**config.mk**
```make
export PLATFORM = sky130hd
export DESIGN_NAME = pid_controller_step_top
export DESIGN_NICKNAME = d
export VERILOG_FILES = /design/src/hdl/pid_pkg.sv /design/src/hdl/pid_controller_step_top.sv
export SDC_FILE = /design/constraint.sdc
export NUM_CORES = 2
export LEC_CHECK = 0
export ABC_CLOCK_PERIOD_IN_PS = 14200
export BUFFER_PORTS_ARGS = -buffer_cell sky130_fd_sc_hd__buf_2
export CAP_MARGIN = 20
export CORE_ASPECT_RATIO = 1.25
export CORE_MARGIN = 4
export CORE_UTILIZATION = 40
export DETAILED_ROUTE_END_ITERATION = 7
export GPL_TIMING_DRIVEN = 0
export MAX_ROUTING_LAYER = met4
export SLEW_MARGIN = 25
export SYNTH_ARGS = -nofsm -noshare
export SYNTH_HDL_FRONTEND = slang
export SYNTH_SLANG_ARGS = --single-unit
```
**constraint.sdc**
```tcl
create_clock -name clk -period 14.2 [get_ports clk]
set_input_delay 1.42 -clock clk [delete_from_list [all_inputs] [get_ports clk]]
set_output_delay 1.42 -clock clk [all_outputs]
set_load 0.02 [all_outputs]
```
**src/hdl/pid_pkg.sv**
```systemverilog
// Shared types, register codes and the microcode table of the PID step block.
// No dependencies; imported by pid_controller_step_top.
`timescale 1ns / 1ps
`default_nettype none

package pid_pkg;

  localparam int DataW = 32;
  localparam int StepW = 31;
  localparam int ProdW = 64;
  localparam int AccW  = 65;
  localparam int SatW  = 66;
  localparam int QFrac = 16;
  localparam int DivW  = 49;  // |error change| << 16 needs 49 bits
  localparam int DivCntW = 6;

  typedef logic [2:0] cfg_index_t;
  localparam cfg_index_t REG_SET_POINT = 3'd0;
  localparam cfg_index_t REG_GAIN_P    = 3'd1;
  localparam cfg_index_t REG_GAIN_I    = 3'd2;
  localparam cfg_index_t REG_GAIN_D    = 3'd3;
  localparam cfg_index_t REG_TIME_STEP = 3'd4;

  typedef logic [3:0] step_t;
  localparam step_t ST_WAIT     = 4'd0;
  localparam step_t ST_ERR      = 4'd1;
  localparam step_t ST_DIV_GO   = 4'd2;
  localparam step_t ST_INTEG    = 4'd3;
  localparam step_t ST_ACC_P    = 4'd4;
  localparam step_t ST_ACC_I    = 4'd5;
  localparam step_t ST_DIV_WAIT = 4'd6;
  localparam step_t ST_DERIV    = 4'd7;
  localparam step_t ST_MUL_D    = 4'd8;
  localparam step_t ST_ACC_D    = 4'd9;
  localparam step_t ST_OUT      = 4'd10;

  typedef enum logic [1:0] {
    HOLD_NONE,
    HOLD_NO_INPUT,
    HOLD_DIV_BUSY,
    HOLD_OUT_FULL
  } hold_t;

  typedef enum logic [1:0] {
    MUL_ERR_DT,
    MUL_KP_ERR,
    MUL_KI_INT,
    MUL_KD_DER
  } mul_sel_t;

  typedef enum logic [1:0] {
    ACC_KEEP,
    ACC_LOAD,
    ACC_ADD
  } acc_op_t;

  typedef struct packed {
    hold_t    hold;
    step_t    next;
    logic     in_take;
    logic     mul_en;
    mul_sel_t mul_sel;
    acc_op_t  acc_op;
    logic     err_we;
    logic     div_start;
    logic     int_we;
    logic     der_we;
    logic     out_we;
  } ucode_t;

  localparam ucode_t UC_NOP = '{
    hold: HOLD_NONE, next: ST_WAIT, in_take: 1'b0, mul_en: 1'b0, mul_sel: MUL_ERR_DT,
    acc_op: ACC_KEEP, err_we: 1'b0, div_start: 1'b0, int_we: 1'b0, der_we: 1'b0,
    out_we: 1'b0
  };

  // One control word per step. A word whose hold condition is true does nothing
  // and repeats; otherwise its actions fire and control moves to next.
  function automatic ucode_t ucode_rom(input step_t step);
    ucode_t uc;
    uc = UC_NOP;
    case (step)
      ST_WAIT: begin
        uc.hold = HOLD_NO_INPUT; uc.in_take = 1'b1; uc.next = ST_ERR;
      end
      ST_ERR: begin
        uc.err_we = 1'b1; uc.next = ST_DIV_GO;
      end
      ST_DIV_GO: begin
        uc.div_start = 1'b1; uc.mul_en = 1'b1; uc.mul_sel = MUL_ERR_DT;
        uc.next = ST_INTEG;
      end
      ST_INTEG: begin
        uc.int_we = 1'b1; uc.mul_en = 1'b1; uc.mul_sel = MUL_KP_ERR;
        uc.next = ST_ACC_P;
      end
      ST_ACC_P: begin
        uc.acc_op = ACC_LOAD; uc.mul_en = 1'b1; uc.mul_sel = MUL_KI_INT;
        uc.next = ST_ACC_I;
      end
      ST_ACC_I: begin
        uc.acc_op = ACC_ADD; uc.next = ST_DIV_WAIT;
      end
      ST_DIV_WAIT: begin
        uc.hold = HOLD_DIV_BUSY; uc.next = ST_DERIV;
      end
      ST_DERIV: begin
        uc.der_we = 1'b1; uc.next = ST_MUL_D;
      end
      ST_MUL_D: begin
        uc.mul_en = 1'b1; uc.mul_sel = MUL_KD_DER; uc.next = ST_ACC_D;
      end
      ST_ACC_D: begin
        uc.acc_op = ACC_ADD; uc.next = ST_OUT;
      end
      ST_OUT: begin
        uc.hold = HOLD_OUT_FULL; uc.out_we = 1'b1; uc.next = ST_WAIT;
      end
      default: begin
        uc = UC_NOP;
      end
    endcase
    return uc;
  endfunction

  // Saturates a two's complement value to 32 bits signed.
  function automatic logic [DataW-1:0] sat32(input logic [SatW-1:0] v);
    logic [DataW-1:0] r;
    if (!v[SatW-1] && (|v[SatW-2:DataW-1])) begin
      r = {1'b0, {(DataW-1){1'b1}}};
    end else if (v[SatW-1] && !(&v[SatW-2:DataW-1])) begin
      r = {1'b1, {(DataW-1){1'b0}}};
    end else begin
      r = v[DataW-1:0];
    end
    return r;
  endfunction

endpackage

`default_nettype wire

```
**src/hdl/pid_controller_step_top.sv**
```systemverilog
// Discrete PID controller step in signed Q16.16, driven by a microcode table.
// An input beat is taken only in the wait step, so no new measurement is accepted until
// the last result is in the output register. The derivative comes from a one-bit-per-cycle
// restoring divider (49 steps), and the steps around it use the shared multiplier.
// Reset (synchronous, active low) loads register defaults and clears the integral,
// the last error and the sequencer; no clearing pass is needed.
// Depends on pid_pkg.
`timescale 1ns / 1ps
`default_nettype none

module pid_controller_step_top
  import pid_pkg::*;
(
  input  wire logic             clk,
  input  wire logic             rst_n,
  input  wire logic             in_valid,
  output logic                  in_stall,
  input  wire logic [DataW-1:0] in_process_value,
  output logic                  out_valid,
  input  wire logic             out_stall,
  output logic      [DataW-1:0] out_control_value,
  input  wire logic             cfg_valid,
  output logic                  cfg_ready,
  input  wire cfg_index_t       cfg_index,
  input  wire logic [DataW-1:0] cfg_data
);

  logic [DataW-1:0] set_point_r, gain_p_r, gain_i_r, gain_d_r;
  logic [StepW-1:0] time_step_r;
  logic [DataW-1:0] last_error_r, last_error_nxt;
  logic [DataW-1:0] integral_r, integral_nxt;

  step_t  pc_r, pc_nxt;
  ucode_t uc;
  logic   hold, fire;

  logic [DataW-1:0] pv_r, err_r, err_nxt, deriv_r, deriv_nxt;
  logic [ProdW-1:0] prod_r;
  logic [AccW-1:0]  acc_r, acc_nxt;
  logic [DataW-1:0] out_data_r;
  logic             out_full_r, out_full_nxt;

  logic signed [DataW:0]     mul_a, mul_b;
  logic signed [2*DataW+1:0] mul_full;
  logic [StepW-1:0]          dt;

  logic [DataW:0]   err_diff, d_diff, d_mag;
  logic [DivW-1:0]  div_q_r;
  logic [StepW-1:0] div_rem_r;
  logic [DivCntW-1:0] div_cnt_r;
  logic             div_neg_r, div_busy;
  logic [DataW-1:0] div_trial, div_sub;
  logic             div_bit;

  assign cfg_ready = 1'b1;
  assign dt = (time_step_r == '0) ? {{(StepW-1){1'b0}}, 1'b1} : time_step_r;

  // Sequencer
  assign uc = ucode_rom(pc_r);

  always_comb begin
    case (uc.hold)
      HOLD_NO_INPUT: hold = !in_valid;
      HOLD_DIV_BUSY: hold = div_busy;
      HOLD_OUT_FULL: hold = out_full_r;
      default:       hold = 1'b0;
    endcase
  end

  assign fire     = !hold;
  assign pc_nxt   = fire ? uc.next : pc_r;
  assign in_stall = !uc.in_take;

  // Datapath
  assign err_diff = {set_point_r[DataW-1], set_point_r} - {pv_r[DataW-1], pv_r};
  assign err_nxt  = sat32({{(SatW-DataW-1){err_diff[DataW]}}, err_diff});

  assign integral_nxt = sat32({{(SatW-DataW){integral_r[DataW-1]}}, integral_r}
                              + {{(SatW-ProdW+QFrac){prod_r[ProdW-1]}},
                                 prod_r[ProdW-1:QFrac]});
  assign last_error_nxt = err_r;

  always_comb begin
    case (uc.mul_sel)
      MUL_ERR_DT: begin
        mul_a = {err_r[DataW-1], err_r};
        mul_b = {2'b00, dt};
      end
      MUL_KP_ERR: begin
        mul_a = {gain_p_r[DataW-1], gain_p_r};
        mul_b = {err_r[DataW-1], err_r};
      end
      MUL_KI_INT: begin
        mul_a = {gain_i_r[DataW-1], gain_i_r};
        mul_b = {integral_r[DataW-1], integral_r};
      end
      default: begin
        mul_a = {gain_d_r[DataW-1], gain_d_r};
        mul_b = {deriv_r[DataW-1], deriv_r};
      end
    endcase
  end

  assign mul_full = mul_a * mul_b;

  always_comb begin
    case (uc.acc_op)
      ACC_LOAD: acc_nxt = {prod_r[ProdW-1], prod_r};
      ACC_ADD:  acc_nxt = acc_r + {prod_r[ProdW-1], prod_r};
      default:  acc_nxt = acc_r;
    endcase
  end

  // Divider: magnitude of (error - last_error) << 16 over the time step.
  assign d_diff = {err_r[DataW-1], err_r} - {last_error_r[DataW-1], last_error_r};
  assign d_mag  = d_diff[DataW] ? (~d_diff + 1'b1) : d_diff;

  assign div_busy  = (div_cnt_r != '0);
  assign div_trial = {div_rem_r, div_q_r[DivW-1]};
  assign div_sub   = div_trial - {1'b0, dt};
  assign div_bit   = (div_trial >= {1'b0, dt});

  always_comb begin
    if (!div_neg_r) begin
      deriv_nxt = (|div_q_r[DivW-1:DataW-1]) ? {1'b0, {(DataW-1){1'b1}}}
                                              : {1'b0, div_q_r[DataW-2:0]};
    end else begin
      // The most negative quotient that still fits is exactly 2^31.
      if ((|div_q_r[DivW-1:DataW]) ||
          (div_q_r[DataW-1] && (|div_q_r[DataW-2:0]))) begin
        deriv_nxt = {1'b1, {(DataW-1){1'b0}}};
      end else begin
        deriv_nxt = ~div_q_r[DataW-1:0] + 1'b1;
      end
    end
  end

  always_comb begin
    out_full_nxt = out_full_r;
    if (fire && uc.out_we) begin
      out_full_nxt = 1'b1;
    end else if (out_valid && !out_stall) begin
      out_full_nxt = 1'b0;
    end
  end

  assign out_valid         = out_full_r;
  assign out_control_value = out_data_r;

  // Control state and configuration
  always_ff @(posedge clk) begin
    if (!rst_n) begin
      pc_r         <= ST_WAIT;
      out_full_r   <= 1'b0;
      div_cnt_r    <= '0;
      last_error_r <= '0;
      integral_r   <= '0;
      set_point_r  <= 32'd32768;
      gain_p_r     <= 32'd32768;
      gain_i_r     <= '0;
      gain_d_r     <= '0;
      time_step_r  <= 31'd65536;
    end else begin
      pc_r       <= pc_nxt;
      out_full_r <= out_full_nxt;
      if (fire && uc.div_start) begin
        div_cnt_r <= DivCntW'(DivW);
      end else if (div_busy) begin
        div_cnt_r <= div_cnt_r - 1'b1;
      end
      if (fire && uc.int_we) begin
        integral_r   <= integral_nxt;
        last_error_r <= last_error_nxt;
      end
      if (cfg_valid && cfg_ready) begin
        case (cfg_index)
          REG_SET_POINT: set_point_r <= cfg_data;
          REG_GAIN_P:    gain_p_r    <= cfg_data;
          REG_GAIN_I:    gain_i_r    <= cfg_data;
          REG_GAIN_D:    gain_d_r    <= cfg_data;
          REG_TIME_STEP: time_step_r <= cfg_data[StepW-1:0];
          default: begin
          end
        endcase
      end
    end
  end

  // Payload registers
  always_ff @(posedge clk) begin
    if (in_valid && !in_stall) begin
      pv_r <= in_process_value;
    end
    if (fire && uc.err_we) begin
      err_r <= err_nxt;
    end
    if (fire && uc.mul_en) begin
      prod_r <= mul_full[ProdW-1:0];
    end
    if (fire) begin
      acc_r <= acc_nxt;
    end
    if (fire && uc.der_we) begin
      deriv_r <= deriv_nxt;
    end
    if (fire && uc.out_we) begin
      out_data_r <= sat32({{(SatW-AccW+QFrac){acc_r[AccW-1]}}, acc_r[AccW-1:QFrac]});
    end
    if (fire && uc.div_start) begin
      div_q_r   <= {d_mag, {QFrac{1'b0}}};
      div_rem_r <= '0;
      div_neg_r <= d_diff[DataW];
    end else if (div_busy) begin
      div_q_r   <= {div_q_r[DivW-2:0], div_bit};
      div_rem_r <= div_bit ? div_sub[StepW-1:0] : div_trial[StepW-1:0];
    end
  end

endmodule

`default_nettype wire

```
---- After elaboration in Yosys (flattened, before gate mapping) ----
Cells that the tools add are included.
word-level totals
  bits in registers ....................... 572
  word-level logic and storage cells ...... 137
  memory bits (read-only) ................. 0
  output and inout port bits .............. 35
  memories kept ........................... 0
  latch bits .............................. 0
  memory bits (writable) .................. 0
  input bits .............................. 72
operators by class
  multiplexer cells ....................... 30
  shift-type cells ........................ 0
  add/sub/neg operators ................... 8
  bitwise operators ....................... 4
  div/mod/pow operators ................... 0
  reduce and logical (&&, ||, !) cells .... 51
  $lt $le $gt $ge ......................... 1
  equality and inequality tests ........... 21
  multipliers ............................. 1
operator list
  cell                                                             number
  33-bit one-hot mux with 3 select lines                           2
  32-bit two-way mux                                               6
  65-bit one-hot mux with 2 select lines                           1
  49-bit two-way mux                                               2
  31-bit two-way mux                                               3
  32-bit by 32-bit subtractor with 33-bit output                   2
  65-bit adder                                                     1
  33-bit by 33-bit multiplier with 64-bit output                   1
  32-bit by 48-bit adder with 49-bit output                        1
  4-bit one-hot mux with 10 select lines                           1
  18-bit OR reduction                                              2
  34-bit AND reduction                                             1
  34-bit OR reduction                                              1
  33-bit by 1-bit adder with 33-bit output, second input constant  1
  33-bit two-way mux                                               1
  33-bit NOT                                                       1
  32-bit by 1-bit adder with 32-bit output, second input constant  1
  32-bit by 31-bit >= comparator with 1-bit output                 1
  32-bit NOT                                                       1
  31-bit zero test                                                 1
  31-bit OR reduction                                              1
  31-bit subtractor                                                1
  18-bit AND reduction                                             1
  17-bit OR reduction                                              1
  27 further kinds                                                 81

---- Depth between registers and ports, before layout ----
  depth in word-level cells ............... 7
  depth in mapped cells ................... 42

---- Least setup slack after synthesis ----
OpenSTA, ideal clock, no wires.
  path type ............................... reg-to-reg
  from .................................... register pc_r[2]
  to ...................................... register prod_r[63] (data pin)
  path buffers ............................ 5
  period minus slack after synthesis ...... 10015 ps
  cell stages (with the launch flop) ...... 37
  slack ................................... 4185 ps
  data arrival time ....................... 9750 ps
  data required time ...................... 13935 ps
  cell sequence ........................... dfxtp_1 -> clkbuf_1 -> nand2b_1 -> nand2b_1 -> clkbuf_1 -> clkbuf_1 -> buf_1 -> nand3_1 -> o21ai_1 -> clkbuf_1 -> nor2_1 -> fa_1 -> inv_1 -> fa_1 -> fa_1 -> fa_1 -> fa_1 -> fa_1 -> inv_1 -> fa_1 -> inv_1 -> fa_1 -> inv_1 -> ha_1 -> nand4_1 -> or4b_2 -> o21ai_0 -> o21ai_0 -> o311ai_0 -> a21o_1 -> a2111oi_0 -> o21ai_0 -> a41oi_1 -> or3_1 -> a21oi_1 -> a221oi_1 -> xnor2_1
on the way
  longest elaborated chain between the ends .. 5
ends and longest elaborated chain
  element                                             line                            text
  from (decl)                                         pid_controller_step_top.sv:33   step_t pc_r, pc_nxt;
  from (signal assigned)                              pid_controller_step_top.sv:164  pc_r <= pc_nxt;
  4-bit equality test, or another cell as far along   pid_pkg.sv:82                   case (step)
  3-bit one-hot mux with 4 select lines (*)           pid_pkg.sv:82
  2-bit equality test, or another cell as far along   pid_controller_step_top.sv:84   case (uc.mul_sel)
  33-bit one-hot mux with 3 select lines              pid_controller_step_top.sv:84
  33-bit by 33-bit multiplier with 64-bit output (*)  pid_controller_step_top.sv:104  assign mul_full = mul_a * mul_b;
  net mul_full[63]                                    pid_controller_step_top.sv:44   logic signed [2*DataW+1:0] mul_full;
  to (signal assigned)                                pid_controller_step_top.sv:198  prod_r <= mul_full[ProdW-1:0];
  to (decl)                                           pid_controller_step_top.sv:38   logic [ProdW-1:0] prod_r;
The timed path passes the listed nets; every way through them passes the cells marked *.
A chain may end at the register's enable or synchronous reset.

---- Worst setup path after layout ----
  from .................................... register pc_r[0]
  to ...................................... register prod_r[63] (data pin)
The elaborated chain is that of the path after synthesis.

==> run summary <==
The flow ran to the end, and the final reports show no timing, DRC or antenna violations. The violation count after the first detailed-route iteration was 4,963; the HPWL after detailed placement was 265,000 um. Ranked by total cell area, the synthesized netlist is headed by sky130_fd_sc_hd__fa_1 31%, sky130_fd_sc_hd__edfxtp_1 12%, sky130_fd_sc_hd__dfxtp_1 7.9%.

The initialized floorplan defines 172 standard-cell rows. At the worst endpoint, the arrival time is 14.08 ns. The number of cells on the worst reg-to-reg path is 34. After detailed routing, the average wire length per cell comes to 29.5 um. The worst-case clock skew was 0.0455 ns; the fraction of synthesis flops using an asynchronous set or reset pin was 0. In this run the critical register-to-register path is captured at prod_r[63]. The run gives 0.71 ns as the clock insertion delay at the later pin of the skew report. The register bit count reported by yosys is 572. Synthesis produced a netlist with a net count of 9,744.

The worst setup path is captured at a register. The run gives 0.146 as the normalized max-slew margin. The worst hold path passes through 2 cells. The tools report the maximum clock frequency as 73.3 MHz. Across all setup checks in the final design, the least slack found is 0.551 ns. The type of the worst setup path was register to register. The synthesized netlist contains 89 unique library cells. The initial antenna violation count was 30; the layout-stage area growth over the synthesis result was 9.74%. TritonCTS built the clock tree.

The starting density of the core is 0.403. The fraction of met1 tracks used by global routing is 0.386, and the areal power density over the cells is 165 nW/um^2. The worst path in the final design needs a cycle of 13.65 ns, including I/O delays and setup. The library cell with the highest instance count after synthesis was sky130_fd_sc_hd__inv_1. The final weighted congestion of routability-driven global placement came out at 1.07. The share of post-route cells with drive strength above 1 was 0.0584. The detailed-route DRC error count is 0. In this run the most critical hold path is launched from last_error_r[31].

The height of the die was 479 um; the average cell area after synthesis was 8.72 um^2. The total number of nets in the final design was 9,958. Most common flop cell mapped by yosys: sky130_fd_sc_hd__edfxtp_1.

The tools report the max-capacitance violation count as 0. During placement, the flow inserted port buffers numbering 105. The cell area that synthesis handed to floorplanning was 71,000 um^2. Counting along the longest clock path gives a buffer depth of 3. The logs give 176,000 um^2 for the area of the core and 184,000 um^2 for the die area. STA puts the critical path data required time at 14.63 ns. Including well taps, the total number of placed cells is 10,600.

The total setup buffers inserted after CTS was 0; the worst stage delay on the critical path was 0.80 ns. CTS saw 572 sinks. The run gives 6 as the number of search-and-repair iterations in the first detailed-routing pass.

The final-report max-slew violation count was 0; the antenna violation net count after detailed routing was 0. Across the VDD grid, the largest voltage drop is 0.000196 V. Along the worst path, the maximum fanout reaches 10. Horizontal die dimension: 385 um. The run gives 0.0656 as the met3 demand-to-capacity share in global routing.

After clock tree synthesis, the flow added hold-fix buffers numbering 0. In this run the critical register-to-register path is launched from pc_r[0]. The critical path's most frequent cell was sky130_fd_sc_hd__fa_1.

Prior to clock tree synthesis, the placed netlist has a worst setup slack of -0.609 ns. The synthesized design spends more area on one cell type than any other, namely sky130_fd_sc_hd__fa_1. 107 I/O pins were placed. Summed over all layers, the routed wires come to 317,000 um.

Count of endpoints failing hold in the final timing report: 0. The H-tree generated during clock tree synthesis spans 3 levels. In the synthesized netlist, the cells that appear most often are 1,315 x sky130_fd_sc_hd__inv_1, 1,187 x sky130_fd_sc_hd__nand2_1, 1,110 x sky130_fd_sc_hd__fa_1, 853 x sky130_fd_sc_hd__nor2_1, 519 x sky130_fd_sc_hd__a21oi_1. Area of all sequential standard cells: 14,400 um^2.

The layer flagged by global routing as most heavily used is met2. The completed layout was analyzed and its total power is 12,900 uW. With fillers left out, the area of the finished cells amounts to 77,900 um^2. The path with the worst hold slack has its endpoint at last_error_r[31]. Once placement finished, the instance area stood at 75,500 um^2. The classification of the worst-slack hold path was register to register.

Summed over all layers, the global routing overflow is 0. The average vias per placed instance was 5.60; the number of vias in the routed layout was 60,400. The tools report the number of buffers created by CTS as 68.

The post-route fraction of the period consumed by the critical path came out at 0.961. The tools report the number of fillers in the final layout as 17,600. Register clock-pin slew on the reported worst setup and hold paths: 0.06 ns. The aggregate global-route resource usage is 0.352. The slowest stage of the critical path belongs to the cell sky130_fd_sc_hd__clkbuf_1. STA classifies the critical path startpoint as a register. The count of cells in the finished layout, fillers not included, comes to 10,800. At the pin with the least slew margin, the transition time is 1.27 ns. For this design the static power due to leakage is 0.0353 uW. The clock root buffer was sky130_fd_sc_hd__clkbuf_16. The area share of the largest cell type after synthesis came out at 0.313. The sequential share of the synthesized area came out at 0.202.

The total number of yosys warnings is 0, and the largest net degree at the start of global routing is 53. For the number of global-route vias before repair, the log shows 61,700. Synthesis produced 8,139 cells. Setup repair after global routing left no endpoint under its margin. The first global-routing pass estimated 445,000 um of wire.

For the met2 routing resource usage after global routing, the log shows 0.579. The tools report the post-route worst hold slack as 0.455 ns. The number of enable-type register cells in the synthesized netlist works out to 291. Setup violations remaining at the end of the flow were counted as 0. Setup slack on the worst reg-to-reg path comes out at 0.55 ns.

In the final layout, the multi-input gates occupy 50,600 um^2.
placed cells by master (no fill, tap or decap), types with 33 or more instances in the layout:
cell / n
sky130_fd_sc_hd__or3_1: 33
sky130_fd_sc_hd__nor2_1: 850
sky130_fd_sc_hd__nand3_1: 104
sky130_fd_sc_hd__clkbuf_16: 69
sky130_fd_sc_hd__o21a_1: 88
sky130_fd_sc_hd__inv_1: 1313
sky130_fd_sc_hd__mux2_2: 49
sky130_fd_sc_hd__clkbuf_1: 292
sky130_fd_sc_hd__buf_2: 108
sky130_fd_sc_hd__nand4_1: 82
sky130_fd_sc_hd__a22oi_1: 34
sky130_fd_sc_hd__nor3_1: 58
sky130_fd_sc_hd__nand2b_1: 62
sky130_fd_sc_hd__edfxtp_1: 291
sky130_fd_sc_hd__xnor2_1: 180
sky130_fd_sc_hd__a21oi_1: 518
sky130_fd_sc_hd__clkbuf_2: 81
sky130_fd_sc_hd__ha_1: 423
sky130_fd_sc_hd__nor2b_1: 37
sky130_fd_sc_hd__a21o_1: 149
sky130_fd_sc_hd__xor2_1: 99
sky130_fd_sc_hd__dfxtp_1: 281
sky130_fd_sc_hd__nand2_1: 1187
sky130_fd_sc_hd__fa_1: 1109
sky130_fd_sc_hd__o21ai_0: 285
sky130_fd_sc_hd__o21bai_1: 33
power by group:
| group | total, uW | switching (uW) | internal [uW] |
|---|---|---|---|
| Clock | 1870 | 800 | 1070 |
| Combinational | 8420 | 5370 | 3060 |
| Sequential | 2560 | 314 | 2240 |
| Total | 12900 | 6480 | 6370 |
worst max path at each step:
stage,start,to,slack [ns],cells past startpoint
floorplan,pc_r[2],prod_r[63],4.18,36
global placement,pc_r[0],prod_r[63],-2.88,37
detailed placement,pc_r[2],prod_r[63],-0.61,35
CTS,pc_r[2],prod_r[63],0.01,36
global route,pc_r[0],prod_r[63],0.11,36
finish,pc_r[0],prod_r[63],0.55,34
sequential cells by signal, summed over array words and instances, names as in the netlist:
name / flops
err_r: 32
pv_r: 32
acc_r: 65
pc_r: 4
gain_d_r: 32
out_control_value: 32
time_step_r: 31
div_rem_r: 31
prod_r: 64
integral_r: 32
last_error_r: 32
gain_p_r: 32
div_q_r: 49
out_valid: 1
div_cnt_r: 6
set_point_r: 32
deriv_r: 32
gain_i_r: 32
div_neg_r: 1
final cells by class:
class,count,share of cell area
multi-input cells,5862,0.649
flip-flops and latches,572,0.184
inverters,1316,0.0634
well taps,2349,0.0377
clock buffers,91,0.0243
plain buffers,385,0.0203
repair buffers,148,0.0152
clock inverters,33,0.00530
diodes,15,0.000482
per-layer routing:
layer,vias up,share of wire
met5,-,0
met4,0,0.092
met3,852,0.072
met2,2582,0.48
met1,30400,0.36
li1,26500,-
what timing repair did:
item                                    in CTS  in global routing
endpoints found under the hold margin        0                  0
resized for setup                           28                 26
cloned                                       0                  0
endpoints found under the setup margin       5                  3
worst max-delay path, delay by kind of cell (launching register included):
family,cells,cell delay [ns]
compound gates,11,4.06
buf+inv,6,2.18
xor+xnor,1,0.14
flops,1,0.48
fa+ha+maj,9,4.25
simple gates,7,2.22
cell families (layout without fill, tap and decap cells):
logic type | count (synthesis) | count (layout) | share of synthesized area
xor gates and xnor gates | 279 | 279 | 0.0344
DFF | 572 | 572 | 0.202
muxes | 56 | 56 | 0.00876
buffers and inverters | 1705 | 1973 | 0.0905
and+or+nand+nor | 2576 | 2576 | 0.154
AOI/OAI and AO/OA | 1414 | 1414 | 0.122
other | 1 | 16 | 0.0000528
adders and majority gates | 1536 | 1536 | 0.388
per-stage QoR:
stage          setup TNS, ns  utilization
6_report                   0        0.443
5_1_grt                    0        0.442
4_1_cts                    0        0.442
3_5_place_dp           -1.46        0.429
3_3_place_gp          -30.37        0.423
2_1_floorplan              0            -
No activity file was read; power rests on OpenSTA's default activity.
